`config.mk`:
```
export PLATFORM = sky130hd
export DESIGN_NAME = per_line_palette_pixel_decoder_core
export DESIGN_NICKNAME = d
export VERILOG_FILES = /design/src/hw/rtl/plp_pkg.sv /design/src/hw/rtl/per_line_palette_pixel_decoder_core.sv /design/src/hw/rtl/plp_palette.sv /design/src/hw/rtl/plp_serializer.sv
export SDC_FILE = /design/constraint.sdc
export NUM_CORES = 1
export LEC_CHECK = 0
export ABC_AREA = 1
export BUFFER_PORTS_ARGS = -buffer_cell sky130_fd_sc_hd__buf_2
export CAP_MARGIN = 0
export CORE_ASPECT_RATIO = 1.25
export CORE_MARGIN = 4
export CORE_UTILIZATION = 54
export CTS_CLUSTER_SIZE = 10
export DETAILED_ROUTE_END_ITERATION = 16
export PLACE_DENSITY = 0.71
export SLEW_MARGIN = 0
export SYNTH_ARGS = -nofsm -noshare
export SYNTH_HDL_FRONTEND = slang
export SYNTH_SLANG_ARGS = --single-unit
```
`constraint.sdc`:
```
create_clock -name i_clk -period 14 [get_ports i_clk]
set_input_delay 0 -clock i_clk [delete_from_list [all_inputs] [get_ports i_clk]]
set_output_delay 0 -clock i_clk [all_outputs]
set_load 0.01 [all_outputs]
```
`src/hw/rtl/plp_pkg.sv`:
```
// ============================================================================
// Per-line palette pixel decoder package
// Shared types, constants and color expansion helpers.
// ============================================================================
package plp_pkg;

    localparam int WORD_W    = 16;
    localparam int SLOT_W    = 6;
    localparam int PAL_DEPTH = 48;
    localparam int PX_W      = 9;
    localparam int BANK_SPAN = 160;
    localparam int CH_W      = 8;

    localparam logic CMD_PAL_WRITE = 1'b0;
    localparam logic CMD_PIXELS    = 1'b1;

    typedef logic [WORD_W-1:0] t_word;
    typedef logic [SLOT_W-1:0] t_slot;
    typedef logic [CH_W-1:0]   t_chan;

    typedef struct packed {
        t_slot addr;
        logic  last;
        logic  eol;
    } t_rd_req;

    typedef struct packed {
        logic busy;
        logic last;
    } t_ser_stat;

    localparam logic [7:0] SCALE5 [32] = '{
        8'h00, 8'h08, 8'h10, 8'h18, 8'h20, 8'h29, 8'h31, 8'h39,
        8'h41, 8'h4a, 8'h52, 8'h5a, 8'h62, 8'h6a, 8'h73, 8'h7b,
        8'h83, 8'h8b, 8'h94, 8'h9c, 8'ha4, 8'hac, 8'hb4, 8'hbd,
        8'hc5, 8'hcd, 8'hd5, 8'hde, 8'he6, 8'hee, 8'hf6, 8'hff
    };

    // Bank boundary: 10*c+1 for even indexes, 10*c-5 for odd ones.
    function automatic logic [PX_W-1:0] bank_bound(input logic [3:0] c);
        logic [PX_W-1:0] b;
        b = PX_W'(c) * PX_W'(10);
        if (c[0]) begin
            b = b - PX_W'(5);
        end else begin
            b = b + PX_W'(1);
        end
        return b;
    endfunction

    function automatic t_chan expand_ch(input logic [3:0] v, input logic ext,
                                        input logic enh);
        t_chan r;
        if (enh) begin
            r = SCALE5[{v, ext}];
        end else begin
            r = {v, v};
        end
        return r;
    endfunction

endpackage

```
`src/hw/rtl/per_line_palette_pixel_decoder_core.sv`:
```
// ============================================================================
// Per-line palette pixel decoder
// Turns four bit-plane words into sixteen RGB pixels through a 48-entry
// position-dependent line palette.
// ============================================================================
// Pipeline: plane words are registered in the serializer, each pixel's palette
// entry is registered by the read port and its color at the output; pixels
// come one per cycle while the output is not stalled. A new group is taken
// as the previous group's last pixel is read; a palette write yields no pixel.
// Reset: synchronous, active low; clears the palette valid bits, the line
// position, the enhanced mode bit and all pipeline valid flags.
module per_line_palette_pixel_decoder_core #(
    parameter int LINE_WIDTH = 320
) (
    input  logic           i_clk,
    input  logic           i_rst_n,
    input  logic           i_in_valid,
    output logic           o_in_ready,
    input  logic           i_cmd,
    input  plp_pkg::t_slot i_palette_slot,
    input  plp_pkg::t_word i_palette_word,
    input  plp_pkg::t_word i_plane0,
    input  plp_pkg::t_word i_plane1,
    input  plp_pkg::t_word i_plane2,
    input  plp_pkg::t_word i_plane3,
    input  logic           i_cfg_valid,
    output logic           o_cfg_ready,
    input  logic           i_cfg_enhanced_mode,
    output logic           o_out_valid,
    input  logic           i_out_ready,
    output plp_pkg::t_chan o_red,
    output plp_pkg::t_chan o_green,
    output plp_pkg::t_chan o_blue,
    output logic           o_last_of_group,
    output logic           o_end_of_line
);
    import plp_pkg::*;

    t_ser_stat ser_stat;
    t_rd_req   rd_req;
    t_word     rd_word;
    logic      in_fire, load, pal_wr;
    logic      s_adv, m_ready, o_load_ok;

    logic  r_enh;
    logic  r_m_valid, r_m_last, r_m_eol;
    logic  r_o_valid, r_o_last, r_o_eol;
    t_chan r_red, r_green, r_blue;

    assign o_load_ok  = !r_o_valid || i_out_ready;
    assign m_ready    = !r_m_valid || o_load_ok;
    assign s_adv      = ser_stat.busy && m_ready;
    assign o_in_ready = !ser_stat.busy || (ser_stat.last && s_adv);
    assign in_fire    = i_in_valid && o_in_ready;
    assign load       = in_fire && (i_cmd == CMD_PIXELS);
    assign pal_wr     = in_fire && (i_cmd == CMD_PAL_WRITE)
                        && (i_palette_slot < SLOT_W'(PAL_DEPTH));
    assign o_cfg_ready = 1'b1;

    plp_serializer #(
        .LINE_WIDTH(LINE_WIDTH)
    ) u_ser (
        .i_clk   (i_clk),
        .i_rst_n (i_rst_n),
        .i_load  (load),
        .i_plane0(i_plane0),
        .i_plane1(i_plane1),
        .i_plane2(i_plane2),
        .i_plane3(i_plane3),
        .i_adv   (s_adv),
        .o_stat  (ser_stat),
        .o_req   (rd_req)
    );

    plp_palette u_pal (
        .i_clk    (i_clk),
        .i_rst_n  (i_rst_n),
        .i_wr_en  (pal_wr),
        .i_wr_addr(i_palette_slot),
        .i_wr_data(i_palette_word),
        .i_rd_en  (s_adv),
        .i_rd_addr(rd_req.addr),
        .o_rd_data(rd_word)
    );

    always_ff @(posedge i_clk) begin
        if (!i_rst_n) begin
            r_enh     <= 1'b0;
            r_m_valid <= 1'b0;
            r_o_valid <= 1'b0;
        end else begin
            if (i_cfg_valid) begin
                r_enh <= i_cfg_enhanced_mode;
            end
            if (m_ready) begin
                r_m_valid <= s_adv;
            end
            if (o_load_ok) begin
                r_o_valid <= r_m_valid;
            end
        end
    end

    always_ff @(posedge i_clk) begin
        if (s_adv) begin
            r_m_last <= rd_req.last;
            r_m_eol  <= rd_req.eol;
        end
        if (o_load_ok && r_m_valid) begin
            r_red    <= expand_ch({rd_word[10:8], rd_word[11]}, rd_word[15], r_enh);
            r_green  <= expand_ch({rd_word[6:4], rd_word[7]}, rd_word[14], r_enh);
            r_blue   <= expand_ch({rd_word[2:0], rd_word[3]}, rd_word[13], r_enh);
            r_o_last <= r_m_last;
            r_o_eol  <= r_m_eol;
        end
    end

    assign o_out_valid     = r_o_valid;
    assign o_red           = r_red;
    assign o_green         = r_green;
    assign o_blue          = r_blue;
    assign o_last_of_group = r_o_last;
    assign o_end_of_line   = r_o_eol;

endmodule

```
`src/hw/rtl/plp_palette.sv`:
```
// ============================================================================
// Line palette store
// 48-entry color memory with per-entry valid bits cleared at reset and a
// registered read port; an entry never written reads as zero.
// ============================================================================
module plp_palette (
    input  logic          i_clk,
    input  logic          i_rst_n,
    input  logic          i_wr_en,
    input  plp_pkg::t_slot i_wr_addr,
    input  plp_pkg::t_word i_wr_data,
    input  logic          i_rd_en,
    input  plp_pkg::t_slot i_rd_addr,
    output plp_pkg::t_word o_rd_data
);
    import plp_pkg::*;

    t_word r_mem [PAL_DEPTH];
    logic  [PAL_DEPTH-1:0] r_vld;
    t_word r_rd_data;
    logic  r_rd_vld;

    always_ff @(posedge i_clk) begin
        if (i_wr_en) begin
            r_mem[i_wr_addr] <= i_wr_data;
        end
        if (i_rd_en) begin
            r_rd_data <= r_mem[i_rd_addr];
        end
    end

    always_ff @(posedge i_clk) begin
        if (!i_rst_n) begin
            r_vld    <= '0;
            r_rd_vld <= 1'b0;
        end else begin
            if (i_wr_en) begin
                r_vld[i_wr_addr] <= 1'b1;
            end
            if (i_rd_en) begin
                r_rd_vld <= r_vld[i_rd_addr];
            end
        end
    end

    assign o_rd_data = r_rd_vld ? r_rd_data : '0;

endmodule

```
`src/hw/rtl/plp_serializer.sv`:
```
// ============================================================================
// Pixel group serializer
// Holds one group of four plane words, steps through its sixteen pixels and
// tracks the line position to form each pixel's palette address.
// ============================================================================
module plp_serializer #(
    parameter int LINE_WIDTH = 320
) (
    input  logic              i_clk,
    input  logic              i_rst_n,
    input  logic              i_load,
    input  plp_pkg::t_word    i_plane0,
    input  plp_pkg::t_word    i_plane1,
    input  plp_pkg::t_word    i_plane2,
    input  plp_pkg::t_word    i_plane3,
    input  logic              i_adv,
    output plp_pkg::t_ser_stat o_stat,
    output plp_pkg::t_rd_req  o_req
);
    import plp_pkg::*;

    localparam int XW = $clog2(LINE_WIDTH);

    logic          r_busy, n_busy;
    logic [3:0]    r_cnt, n_cnt;
    logic [XW-1:0] r_x, n_x;
    t_word         r_planes [4];

    logic [3:0]      bit_sel;
    logic [3:0]      color;
    logic [PX_W-1:0] x_ext;
    logic [PX_W-1:0] bound;
    logic [1:0]      bank;

    always_comb begin
        n_busy = r_busy;
        n_cnt  = r_cnt;
        n_x    = r_x;
        if (i_adv) begin
            n_cnt = r_cnt + 4'd1;
            if (r_cnt == 4'd15) begin
                n_busy = 1'b0;
            end
            if (r_x == XW'(LINE_WIDTH - 1)) begin
                n_x = '0;
            end else begin
                n_x = r_x + XW'(1);
            end
        end
        if (i_load) begin
            n_busy = 1'b1;
            n_cnt  = '0;
        end
    end

    always_ff @(posedge i_clk) begin
        if (!i_rst_n) begin
            r_busy <= 1'b0;
            r_cnt  <= '0;
            r_x    <= '0;
        end else begin
            r_busy <= n_busy;
            r_cnt  <= n_cnt;
            r_x    <= n_x;
        end
    end

    always_ff @(posedge i_clk) begin
        if (i_load) begin
            r_planes[0] <= i_plane0;
            r_planes[1] <= i_plane1;
            r_planes[2] <= i_plane2;
            r_planes[3] <= i_plane3;
        end
    end

    always_comb begin
        bit_sel = ~r_cnt;
        color   = {r_planes[3][bit_sel], r_planes[2][bit_sel],
                   r_planes[1][bit_sel], r_planes[0][bit_sel]};
        x_ext   = PX_W'(r_x);
        bound   = bank_bound(color);
        if (x_ext >= bound + PX_W'(BANK_SPAN)) begin
            bank = 2'd2;
        end else if (x_ext >= bound) begin
            bank = 2'd1;
        end else begin
            bank = 2'd0;
        end
    end

    assign o_req.addr  = {bank, color};
    assign o_req.last  = (r_cnt == 4'd15);
    assign o_req.eol   = (r_x == XW'(LINE_WIDTH - 1));
    assign o_stat.busy = r_busy;
    assign o_stat.last = (r_cnt == 4'd15);

endmodule

```
==> metrics.csv <==
metric,value,unit
HPWL after detailed placement,52.2,mm
"area leader, netlist",edfxtp_1,
mux share of post-synthesis cell area,0,
first-pass GRT wire length,145,mm
area post-placement,38400,um^2
number of port buffers,119,
critical path class,register to register,
count of final hold-check violations,0,
DRC viols,0,
IO Pins,122,
GR Overflow Total,0,
final worst path period share,0.604,
simple-gate share of the synthesized area,0.118,
width of the die,243,um
CTS tree,yes,
initial antenna violation count,6,
DR WL/cell,22.9,um
total CTS buffers,99,
"Avg Cell Area, Syn",12.1,um^2
Worst path max stage delay,1.03,ns
commonest cells in the netlist,"edfxtp_1 (827), nand2_1 (420), o211ai_1 (311)",
r2r endpoint,u_pal.r_rd_data[11],
Main synth FF type,edfxtp_1,
unique cell type count in the Yosys netlist,47,
Final Wtd Congestion,0.867,
leak pwr,0.0150,uW
VDD IR max,129,uV
H-tree levels,3,
Slew headroom,0.228,
"Reg clk slew, reported paths",0.06,ns
"Cell Count, Final, Fillers Out",4187,
Max-cap violations,0,
setup TNS,0,ns
vias in the first global route,25200,
Die Y,302,um
P&R area growth vs syn,12.7,%
# rows,107,
drt pass-1 iters,6,
unrepaired setup endpoints after global routing,no,
Iter 0 DRT Violations,2874,
Reg2Reg Depth,27,
FMAX,0.118,GHz
Critical Path Fanout Max,182,
vias per cell,5.98,
worst clock skew,0.0263,ns
Critical Path RT,14.52,ns
"worst slack, placed",5.84,ns
core area,68300,um^2
Worst-Skew Late Latency,0.67,ns
post-layout util,0.615,
total detailed-routing wirelength,95.9,mm
Synth Warn #,0,
WP data arrival,8.98,ns
Worst path most repeated cell,nand3_1,
gr usage total,0.258,
mapped cell area,37300,um^2
compound-cell area share of the yosys netlist,0.111,
Post-synth EDFFs,827,
clock buffer depth,3,
Post-CTS Setup Inserts,0,
Worst setup EP type,register,
worst setup path end,u_pal.r_rd_data[11],
fraction of layout cells with a size suffix above 1,0.107,
Synth top area share,0.666,
worst min path class,primary input to register,
most frequent cell after synthesis,edfxtp_1,
Synth async-reset ratio,0,
synthesis-stage register bit count,893,
total number of vias,25000,
worst r2r src,u_ser.r_cnt[1],
post-placement cell count,3945,
worst setup path start,u_ser.r_cnt[1],
worst slew pin tran,1.16,ns
Final setup viols,0,
Starting Density,0.546,
P per Cell Area,139,nW/um^2
root buf cell,clkbuf_16,
xor/xnor share of the synthesized area,0.00228,
Critical Path Source Type,register,
Syn Nets,3186,
final setup margin,5.54,ns
Worst path slowest cell,nor2_1,
largest net degree at the start of global routing,183,
die footprint,73300,um^2
Final Cell Area,42000,um^2
fin. max-slew vios,0,
Mapped Cells,3072,
status,finished clean,
post-layout min period,8.46,ns
largest family of logic cells by synthesized area,simple AND/OR/NAND/NOR gates,
Synth Area in Adders,0.00725,
Clock Sinks,893,
sequential share of the synthesized area,0.702,
DRT antenna net count,0,
R2R setup slack,5.54,ns
Nets,3360,
Area contributors post-synth,"edfxtp_1 (67%), o211ai_1 (6.3%), nand2_1 (4.2%), dfxtp_1 (3.5%), nand3_1 (3.2%)",
==> critical path: cells and delay by family (launching register included) <==
family / cells / cell delay (ns)
compound gates: 2 / 0.53
xor+xnor: 1 / 0.16
flops: 1 / 0.94
fa+ha+maj: 5 / 1.52
simple gates: 12 / 2.97
buf+inv: 7 / 1.91
==> repair_timing <==
item / 4_1_cts / 5_1_grt
hold buffers: 72 / 0
hold endpoints to repair: 96 / 0
gates resized for setup: 0 / 0
==> state kept, by name, indices dropped and copies added (netlist names) <==
signal           flops
r_m_valid            1
u_pal.r_rd_vld       1
o_end_of_line        1
o_out_valid          1
o_blue               8
r_m_eol              1
r_enh                1
o_red                8
u_ser.r_planes      64
o_last_of_group      1
u_ser.r_cnt          4
u_pal.r_mem        720
u_pal.r_rd_data     15
r_m_last             1
u_pal.r_vld         48
o_green              8
u_ser.r_x            9
u_ser.r_busy         1
==> placed cells by master (no fill, tap or decap), types with 4 or more instances in the layout <==
| master | Yosys | routed |
|---|---|---|
| a21oi_1 | 29 | 28 |
| nand2_1 | 420 | 419 |
| clkbuf_16 | 0 | 101 |
| nand4_1 | 6 | 6 |
| inv_1 | 294 | 294 |
| ha_1 | 20 | 20 |
| o211ai_2 | 11 | 11 |
| nor3_1 | 14 | 14 |
| buf_2 | 84 | 119 |
| or2_1 | 7 | 7 |
| nand3_1 | 241 | 241 |
| diode_2 | 0 | 4 |
| dlygate4sd3_1 | 0 | 72 |
| clkbuf_1 | 35 | 58 |
| o21a_1 | 24 | 24 |
| buf_4 | 44 | 66 |
| o21ai_1 | 135 | 135 |
| inv_6 | 1 | 5 |
| o21ai_0 | 109 | 109 |
| o211ai_1 | 311 | 311 |
| or2_2 | 30 | 30 |
| o31ai_1 | 4 | 4 |
| nor2_1 | 286 | 285 |
| dfxtp_1 | 66 | 66 |
| xor2_1 | 6 | 6 |
| edfxtp_1 | 827 | 827 |
| nand3b_1 | 14 | 14 |
==> stage by stage <==
stage          total power (uW)  hold WS, ns
2_1_floorplan              3340       0.0989
3_3_place_gp               3500        0.176
3_5_place_dp               3520        0.178
4_1_cts                    5840       0.0136
5_1_grt                    6020       0.0354
6_report                   5830       0.0429
==> cell type report <==
type | count | area (um^2)
clock buffers | 160 | 2760
repair buffers | 258 | 1830
well taps | 872 | 1090
fillers | 5017 | 26300
clock inverters | 6 | 85.1
multi-input cells | 1692 | 8920
inverters | 302 | 1140
diodes | 4 | 10.0
flip-flops and latches | 893 | 26200
==> worst min path at each step <==
stage          slack (ns)  cells past startpoint               endpoint              start
2_1_floorplan         0.1                      0      u_pal.r_mem[0][0]  i_palette_word[0]
5_1_grt              0.04                      2  u_ser.r_planes[3][10]       i_plane3[10]
3_3_place_gp         0.18                      1   u_ser.r_planes[1][2]        i_plane1[2]
3_5_place_dp         0.18                      1   u_ser.r_planes[0][1]        i_plane0[1]
4_1_cts              0.01                      2   u_ser.r_planes[1][4]        i_plane1[4]
6_report             0.04                      2   u_ser.r_planes[1][4]        i_plane1[4]
==> routing by layer <==
metal	routed length (um)	global-route usage	up-vias
met4	4580	0.134	4
met2	47800	0.442	1176
met5	27	0	-
met1	36500	0.320	12300
li1	-	-	11300
met3	6980	0.0385	224
==> report_power, final <==
group	total, uW	switching, uW	internal, uW	leakage [uW]
clock network	2340	989	1350	0.00136
logic	534	382	151	0.00567
registers	2950	12.0	2940	0.00798
total	5830	1380	4450	0.0150
==> cells by family after synthesis <==
group,Yosys count
buf+inv,487
simple gates,1029
compound gates,633
flops,893
fa+ha+maj,21
xor+xnor,8
other cells,1
No activity file was read; power rests on OpenSTA's default activity.
